<file path="config.mk">
export PLATFORM = sky130hd
export DESIGN_NAME = qrs_sqrt
export DESIGN_NICKNAME = d
export VERILOG_FILES = /design/src/rtl/qrs_pkg.sv /design/src/rtl/qrs_sqrt.sv
export SDC_FILE = /design/constraint.sdc
export NUM_CORES = 2
export LEC_CHECK = 0
export BUFFER_PORTS_ARGS = -buffer_cell sky130_fd_sc_hd__buf_2
export CAP_MARGIN = 0
export CORE_ASPECT_RATIO = 1.25
export CORE_MARGIN = 5
export CORE_UTILIZATION = 35
export CTS_CLUSTER_SIZE = 12
export DETAILED_ROUTE_END_ITERATION = 6
export PLACE_DENSITY_LB_ADDON = 0.1
export SLEW_MARGIN = 20
export SYNTH_ARGS = -nofsm -noshare
export SYNTH_HDL_FRONTEND = slang
export SYNTH_SLANG_ARGS = --single-unit
</file>
<file path="constraint.sdc">
create_clock -name clk -period 5.23 [get_ports clk]
set_input_delay 0.523 -clock clk [delete_from_list [all_inputs] [get_ports clk]]
set_output_delay 0.523 -clock clk [all_outputs]
set_load 0.1 [all_outputs]
</file>
<file path="src/rtl/qrs_pkg.sv">
// Package for the quadratic root solver: status codes and widths.
// Used by every module of the block; depends on nothing.
`timescale 1ns / 1ps
`default_nettype none
package qrs_pkg;
  localparam int DiscW = 35;  // signed discriminant, |D| < 2^34
  localparam int RootW = 17;  // floor square root of D
  localparam int NumW  = 34;  // signed numerator (-b -+ r) * 2^15
  localparam int QuoW  = 33;  // signed quotient, Q17.16
  localparam int MagW  = 33;  // magnitude of numerator
  localparam int DivW  = 15;  // msb index of the magnitude of a (DivW+1 bits)
  localparam int SqIter = 17; // one result bit per stage
  localparam int DvIter = 33; // one quotient bit per stage

  typedef enum logic [1:0] {
    ST_REAL   = 2'd0,
    ST_NEG    = 2'd1,
    ST_A_ZERO = 2'd2
  } status_t;

  // Sideband of a valid bit and a status code (not used by the modules of the block).
  typedef struct packed {
    logic              valid;
    status_t           status;
  } ctl_t;
endpackage
`default_nettype wire

</file>
<file path="src/rtl/qrs_sqrt.sv">
// Pipelined floor square root, one result bit per stage.
// Depends on qrs_pkg.
`timescale 1ns / 1ps
`default_nettype none
module qrs_sqrt (
  input  wire logic                     clk,
  input  wire logic                     en,
  input  wire logic [2*qrs_pkg::RootW-1:0] radicand,
  input  wire logic [63:0]              side_in,
  output logic      [qrs_pkg::RootW-1:0] root,
  output logic      [63:0]              side_out
);
  import qrs_pkg::*;

  localparam int RadW = 2 * RootW;

  logic [RadW-1:0]  rem  [SqIter+1];
  logic [RadW-1:0]  val  [SqIter+1];
  logic [RootW-1:0] res  [SqIter+1];
  logic [63:0]      side [SqIter+1];

  assign rem[0]  = '0;
  assign val[0]  = radicand;
  assign res[0]  = '0;
  assign side[0] = side_in;

  // Each stage brings down two radicand bits and decides one root bit.
  for (genvar s = 0; s < SqIter; s++) begin : g_stage
    logic [RadW+1:0] cur;
    logic [RadW+1:0] trial;
    always_comb begin
      cur   = {rem[s], val[s][RadW-1 -: 2]};
      trial = {{(RadW+2-RootW-2){1'b0}}, res[s], 2'b01};
    end
    always_ff @(posedge clk) begin
      if (en) begin
        side[s+1] <= side[s];
        val[s+1]  <= {val[s][RadW-3:0], 2'b00};
        if (cur >= trial) begin
          rem[s+1] <= RadW'(cur - trial);
          res[s+1] <= {res[s][RootW-2:0], 1'b1};
        end else begin
          rem[s+1] <= RadW'(cur);
          res[s+1] <= {res[s][RootW-2:0], 1'b0};
        end
      end
    end
  end

  assign root     = res[SqIter];
  assign side_out = side[SqIter];
endmodule
`default_nettype wire

</file>
* Word-level counts from Yosys, hierarchy flattened
Index checks and enable logic that the tools add are counted.
** Word-level totals
- Logic and storage cells :: 133
- Input bits :: 100
- Output and inout port bits :: 81
- Register bits :: 2026
** Operators by class
- Mux-type cells :: 33
- Add/subtract/negate cells :: 16
- Magnitude comparators :: 17
** Operators by type and width (number)
- 2-to-1 mux 34 bit :: 15
- >= comparator 36 x 10 -> 1 bit :: 1
- >= comparator 36 x 11 -> 1 bit :: 1
- >= comparator 36 x 12 -> 1 bit :: 1
- >= comparator 36 x 13 -> 1 bit :: 1
- >= comparator 36 x 14 -> 1 bit :: 1
- >= comparator 36 x 15 -> 1 bit :: 1
- >= comparator 36 x 16 -> 1 bit :: 1
- >= comparator 36 x 17 -> 1 bit :: 1
- >= comparator 36 x 18 -> 1 bit :: 1
- >= comparator 36 x 3 -> 1 bit :: 1
- >= comparator 36 x 4 -> 1 bit :: 1
- >= comparator 36 x 5 -> 1 bit :: 1
- >= comparator 36 x 6 -> 1 bit :: 1
- >= comparator 36 x 7 -> 1 bit :: 1
- >= comparator 36 x 8 -> 1 bit :: 1
- >= comparator 36 x 9 -> 1 bit :: 1
- subtractor 34 x 10 -> 34 bit :: 1
- subtractor 34 x 11 -> 34 bit :: 1
- subtractor 34 x 12 -> 34 bit :: 1
- subtractor 34 x 13 -> 34 bit :: 1
- subtractor 34 x 14 -> 34 bit :: 1
- subtractor 34 x 15 -> 34 bit :: 1
- subtractor 34 x 16 -> 34 bit :: 1
- 12 further kinds :: 28

* Logic depth before layout (Yosys ltp)
- Depth after elaboration :: 2
- Gate-level depth with buffers :: 14
- Depth with buffers taken out :: 12

* Worst setup path after synthesis
Ideal clock, no wire load.
- Path kind :: register to register
- From :: register rem (netlist bit g_stage[14].cur[2])
- To :: register rem (netlist bit g_stage[15].cur[32]), data pin
- Path slack :: 1.978 ns
- Required time :: 4.964 ns
- Buffers on the path :: 0
- Stages on the path, launching flop included :: 11
- Arrival time :: 2.986 ns
- Cells stage by stage :: edfxtp_1 -> ha_1 -> nor2b_1 -> o31a_1 -> a2111o_1 -> a41oi_1 -> a31oi_1 -> nor4b_1 -> nand4b_1 -> nor3_1 -> xor2_1
** Between the ends
- Cells in the longest elaborated chain, start to end :: 2
- Elaborated cells on any way between the ends :: 3
** RTL lines
- start, declared :: line qrs_sqrt.sv:17 : logic [RadW-1:0] rem [SqIter+1];
- start signal, assigned by index :: line qrs_sqrt.sv:40 : rem[s+1] <= RadW'(cur - trial);
- start signal, assigned by index :: line qrs_sqrt.sv:43 : rem[s+1] <= RadW'(cur);
- subtractor 34 x 16 -> 34 bit or >= comparator 36 x 16 -> 1 bit (tied branches) :: line qrs_sqrt.sv:40, qrs_sqrt.sv:39
- 2-to-1 mux 34 bit (*) :: line qrs_sqrt.sv:39 : if (cur >= trial) begin
Mark *: on every way between the ends. The rest lies on a longest branch, timed or not.
A chain may end at the register's enable or synchronous reset.

* Worst setup path after layout
Same ends and word-level chain as after synthesis.

==> implementation parameters <==
Parameter                              Value

Run status
  Outcome ... completed

Layout
  Count of fill cells added during filler insertion ... 19570
  Area growth from synthesis to layout ... 15.30%
  Non-Filler Instances ... 7834
  Nets ... 5101
  Fin util ... 0.4061
  Share of post-route cells with drive strength above 1 ... 0.1090

Floorplan
  Cell row count ... 190
  Y dimension of the die ... 529.9 um
  Die footprint ... 225700 um2
  Effective utilization at floorplan ... 0.3522
  Std-Cell Core Area ... 214900 um2
  Die outline width ... 425.9 um
  # IOs ... 181

Synth
  Synth Area in Adders ... 0.02843
  Count of mapped cells out of synthesis ... 4395
  Top cells by instance count after synthesis ... 2006 x sky130_fd_sc_hd__edfxtp_1, 226 x sky130_fd_sc_hd__xor2_1, 225 x sky130_fd_sc_hd__nor2_1
  Number of warnings issued by yosys ... 0
  Area fraction in compound gates after synthesis ... 0.03860
  Register area share after synthesis ... 0.7958
  Library cell with the highest instance count after synthesis ... sky130_fd_sc_hd__edfxtp_1
  Main combinational cell family by area after synthesis ... simple AND/OR/NAND/NOR gates
  Xor and xnor area share after synthesis ... 0.04628
  Cell type with the highest aggregate area in the netlist ... sky130_fd_sc_hd__edfxtp_1
  Number of unique standard cell types used by synthesis ... 70
  Register bit total from synthesis ... 2006
  Post-synthesis area per instance ... 17.22 um2
  Synth top area share ... 0.7958
  Async SR Flop Fraction ... 0
  Mapped Area ... 75690 um2
  Top flip-flop cell by instance count after synthesis ... sky130_fd_sc_hd__edfxtp_1
  Synth area leaders ... sky130_fd_sc_hd__edfxtp_1 80%, sky130_fd_sc_hd__ha_1 2.8%, sky130_fd_sc_hd__xor2_1 2.6%, sky130_fd_sc_hd__xnor2_1 2.0%, sky130_fd_sc_hd__nor2_1 1.1%
  Multiplexer fraction of the synthesized cell area ... 0.003207
  Number of enable flip-flop cells after synthesis ... 2006
  Synthesized-area fraction occupied by and/or/nand/nor cells ... 0.06887
  Net count of the mapped netlist ... 4667

Clocking
  Number of resized instances in the post-cts repair step ... 0
  Max H-tree Level ... 4
  Root buffer cell ... sky130_fd_sc_hd__clkbuf_16
  Clock sink count ... 2006
  Clk slew on worst S/H paths ... 60 ps
  TritonCTS clock tree ... done
  Total CTS buffers ... 214
  Clock insertion delay at the later pin of the skew report ... 850 ps
  Clock tree buffer depth ... 4

STA
  Endpoints failing setup ... 0
  Final Max Slew Viols ... 0
  Final critical delay including setup and external delays ... 4066 ps
  Final clock skew ... 56.29 ps
  RSZ-0062 raised after global routing ... no
  Fmax achieved ... 0.2459 GHz
  Aggregate negative setup slack ... 0 ps
  Period Utilization, post-route ... 0.7775
  Transition at the pin with the smallest max-transition slack ... 1064 ps
  Final Hold Violating Endpoints ... 0
  Relative slew slack ... 0.2855

Setup path
  Worst-path maximum fanout ... 4
  Reg-to-reg startpoint ... g_stage[14].cur[2]$_DFFE_PP_
  Critical Path End Type ... flop
  Critical Path AT ... 4620 ps
  Reg-to-reg setup timing slack ... 1160 ps
  Category of the critical setup timing path ... flop to flop
  Depth of the most critical reg-to-reg path ... 10
  Reg2reg end ... g_stage[15].cur[32]$_DFFE_PP_
  Kind of start point of the critical path ... flop
  Worst path required time ... 5780 ps

GRT
  Via count of the first global-routing pass ... 36360
  Wire length of the first global-routing pass ... 191.4 mm
  Total routing resource utilization after global routing ... 0.1048
  Total gr overflow ... 0
  Largest net degree at the start of global routing ... 156
  Initial antenna violation count ... 1

Detailed routing
  Met1 WL ... 45.15 mm
  Top layer reached by signal wires ... met4
  Routed via count ... 35100
  Routed length per instance ... 15.27 um
  Initial DRT Pass Iterations ... 7
  Number of vias per cell ... 4.480
  Remaining antenna violation count ... 0
  Number of design rule violations left after detail routing ... 0
  Post-detailed-routing wire length ... 119.6 mm
  Length of routed met3 wiring ... 4.876 mm
  Total met2 wirelength after detailed routing ... 63.34 mm
  Violation count after the first detailed-routing iteration ... 2176

Placement
  Placed insts ... 7394
  Port Buffers ... 180
  Total half-perimeter wirelength after legalization and detailed placement ... 76.43 mm
  Global placement routability congestion ... 0.8640

Min path
  Hold Path Class ... input port to flop
  Min-Delay Startpoint ... en
  Min-Delay Endpoint ... side[1080]$_DFFE_PP_
  Hold Path Stages ... 1

Power
  Power per standard cell area ... 413.7 nW/um2
  Leakage power summed over all cells ... 30.75 nW
  Maximum vdd ir drop ... 241.0 uV

Job
  Number of maximum-capacitance constraint violations ... 0
[area by class of cell]
cell class	instances	area, um2	area share
Inverter	202	758.2	0.008688
Clock buffer	271	5569	0.06381
Timing Repair Buffer	327	2442	0.02798
Multi-Input combinational cell	2078	14060	0.1611
Sequential cell	2006	60240	0.6902
Antenna cell	1	2.502	0.00002867
Tap cell	2880	3603	0.04129
Clock inverter	69	604.3	0.006925
[through the flow]
step                      hold slack (ps)  worst slack, ps  total power [mW]  instance area, um2
final                               121.4             1164             36.11               87270
after global routing                97.94            924.4             37.92               87270
after CTS                           87.26             1128             36.88               87260
after detailed placement            404.5             1179             22.80               80100
after global placement              400.3             1238             22.74               80100
after floorplan                     400.3             1978             21.74               75690
[what timing repair did]
item                                   4_1_cts  5_1_grt
endpoints found under the hold margin       99        0
hold buffers                                99        0
buffers inserted                             0        0
[where the power goes]
| part | switching [mW] | internal, mW | total [mW] |
|---|---|---|---|
| Clock | 5.77 | 7.87 | 13.6 |
| Sequential | 0.571 | 19.2 | 19.7 |
| Combinational | 1.70 | 1.02 | 2.72 |
[logic make-up after synthesis]
group,Yosys count
mux,22
flops,2006
simple gates,1012
compound gates,471
xor+xnor,400
fa+ha+maj,172
buf+inv,311
other cells,1
[how the worst max path moves through the flow]
stage,to,start,depth (start not counted)
5_1_grt,g_stage[5].cur[21]$_DFFE_PP_,g_stage[4].cur[27]$_DFFE_PP_,8
3_5_place_dp,g_stage[5].cur[29]$_DFFE_PP_,g_stage[4].cur[27]$_DFFE_PP_,8
4_1_cts,g_stage[5].cur[21]$_DFFE_PP_,g_stage[4].cur[27]$_DFFE_PP_,8
3_3_place_gp,g_stage[15].cur[32]$_DFFE_PP_,g_stage[14].cur[2]$_DFFE_PP_,10
2_1_floorplan,g_stage[15].cur[32]$_DFFE_PP_,g_stage[14].cur[2]$_DFFE_PP_,10
6_report,g_stage[15].cur[32]$_DFFE_PP_,g_stage[14].cur[2]$_DFFE_PP_,10
[per-layer routing]
layer,track usage,up-vias
li1,-,17450
met1,0.1112,16730
met2,0.1932,557
met3,0.02269,351
met4,0.05612,0
met5,0,-
[worst max-delay path, cell delays in order, from the launching register on]
cell,delay [ps]
sky130_fd_sc_hd__edfxtp_1,390
sky130_fd_sc_hd__ha_1,380
sky130_fd_sc_hd__nor2b_1,170
sky130_fd_sc_hd__o31a_1,280
sky130_fd_sc_hd__a2111o_1,450
sky130_fd_sc_hd__a41oi_1,400
sky130_fd_sc_hd__a31oi_1,260
sky130_fd_sc_hd__nor4b_1,900
sky130_fd_sc_hd__nand4b_1,250
sky130_fd_sc_hd__nor3_1,230
sky130_fd_sc_hd__xor2_1,90
[state kept, by name, summed over array words and instances (netlist names)]
signal,cells
side_out,64
side,1024
val,240
g_stage.cur,525
root,17
g_stage.trial,136
[cell usage in the layout (no fill, tap or decap), drive strengths merged, types with 10 or more instances in the layout]
| cell type | netlist | final |
|---|---|---|
| inv | 202 | 207 |
| xnor2 | 174 | 174 |
| nor4b | 12 | 12 |
| a21o | 42 | 42 |
| nor2b | 36 | 36 |
| o21bai | 13 | 13 |
| o21ai | 113 | 113 |
| nor3 | 136 | 136 |
| clkbuf | 39 | 271 |
| clkinv | 0 | 51 |
| or4 | 44 | 44 |
| and3 | 10 | 10 |
| ha | 172 | 172 |
| o21a | 33 | 33 |
| a21oi | 159 | 159 |
| o31ai | 21 | 21 |
| nand4 | 21 | 21 |
| a211oi | 19 | 19 |
| or2 | 23 | 23 |
| nand3 | 64 | 64 |
| xor2 | 226 | 226 |
| buf | 70 | 228 |
| nor2 | 226 | 226 |
| or3 | 54 | 54 |
| dlygate4sd3 | 0 | 99 |
| nor4 | 70 | 70 |
| nand2b | 57 | 57 |
| edfxtp | 2006 | 2006 |
| mux2 | 18 | 18 |
| nand2 | 214 | 214 |
Note: power is estimated with default switching activity, not from simulation.
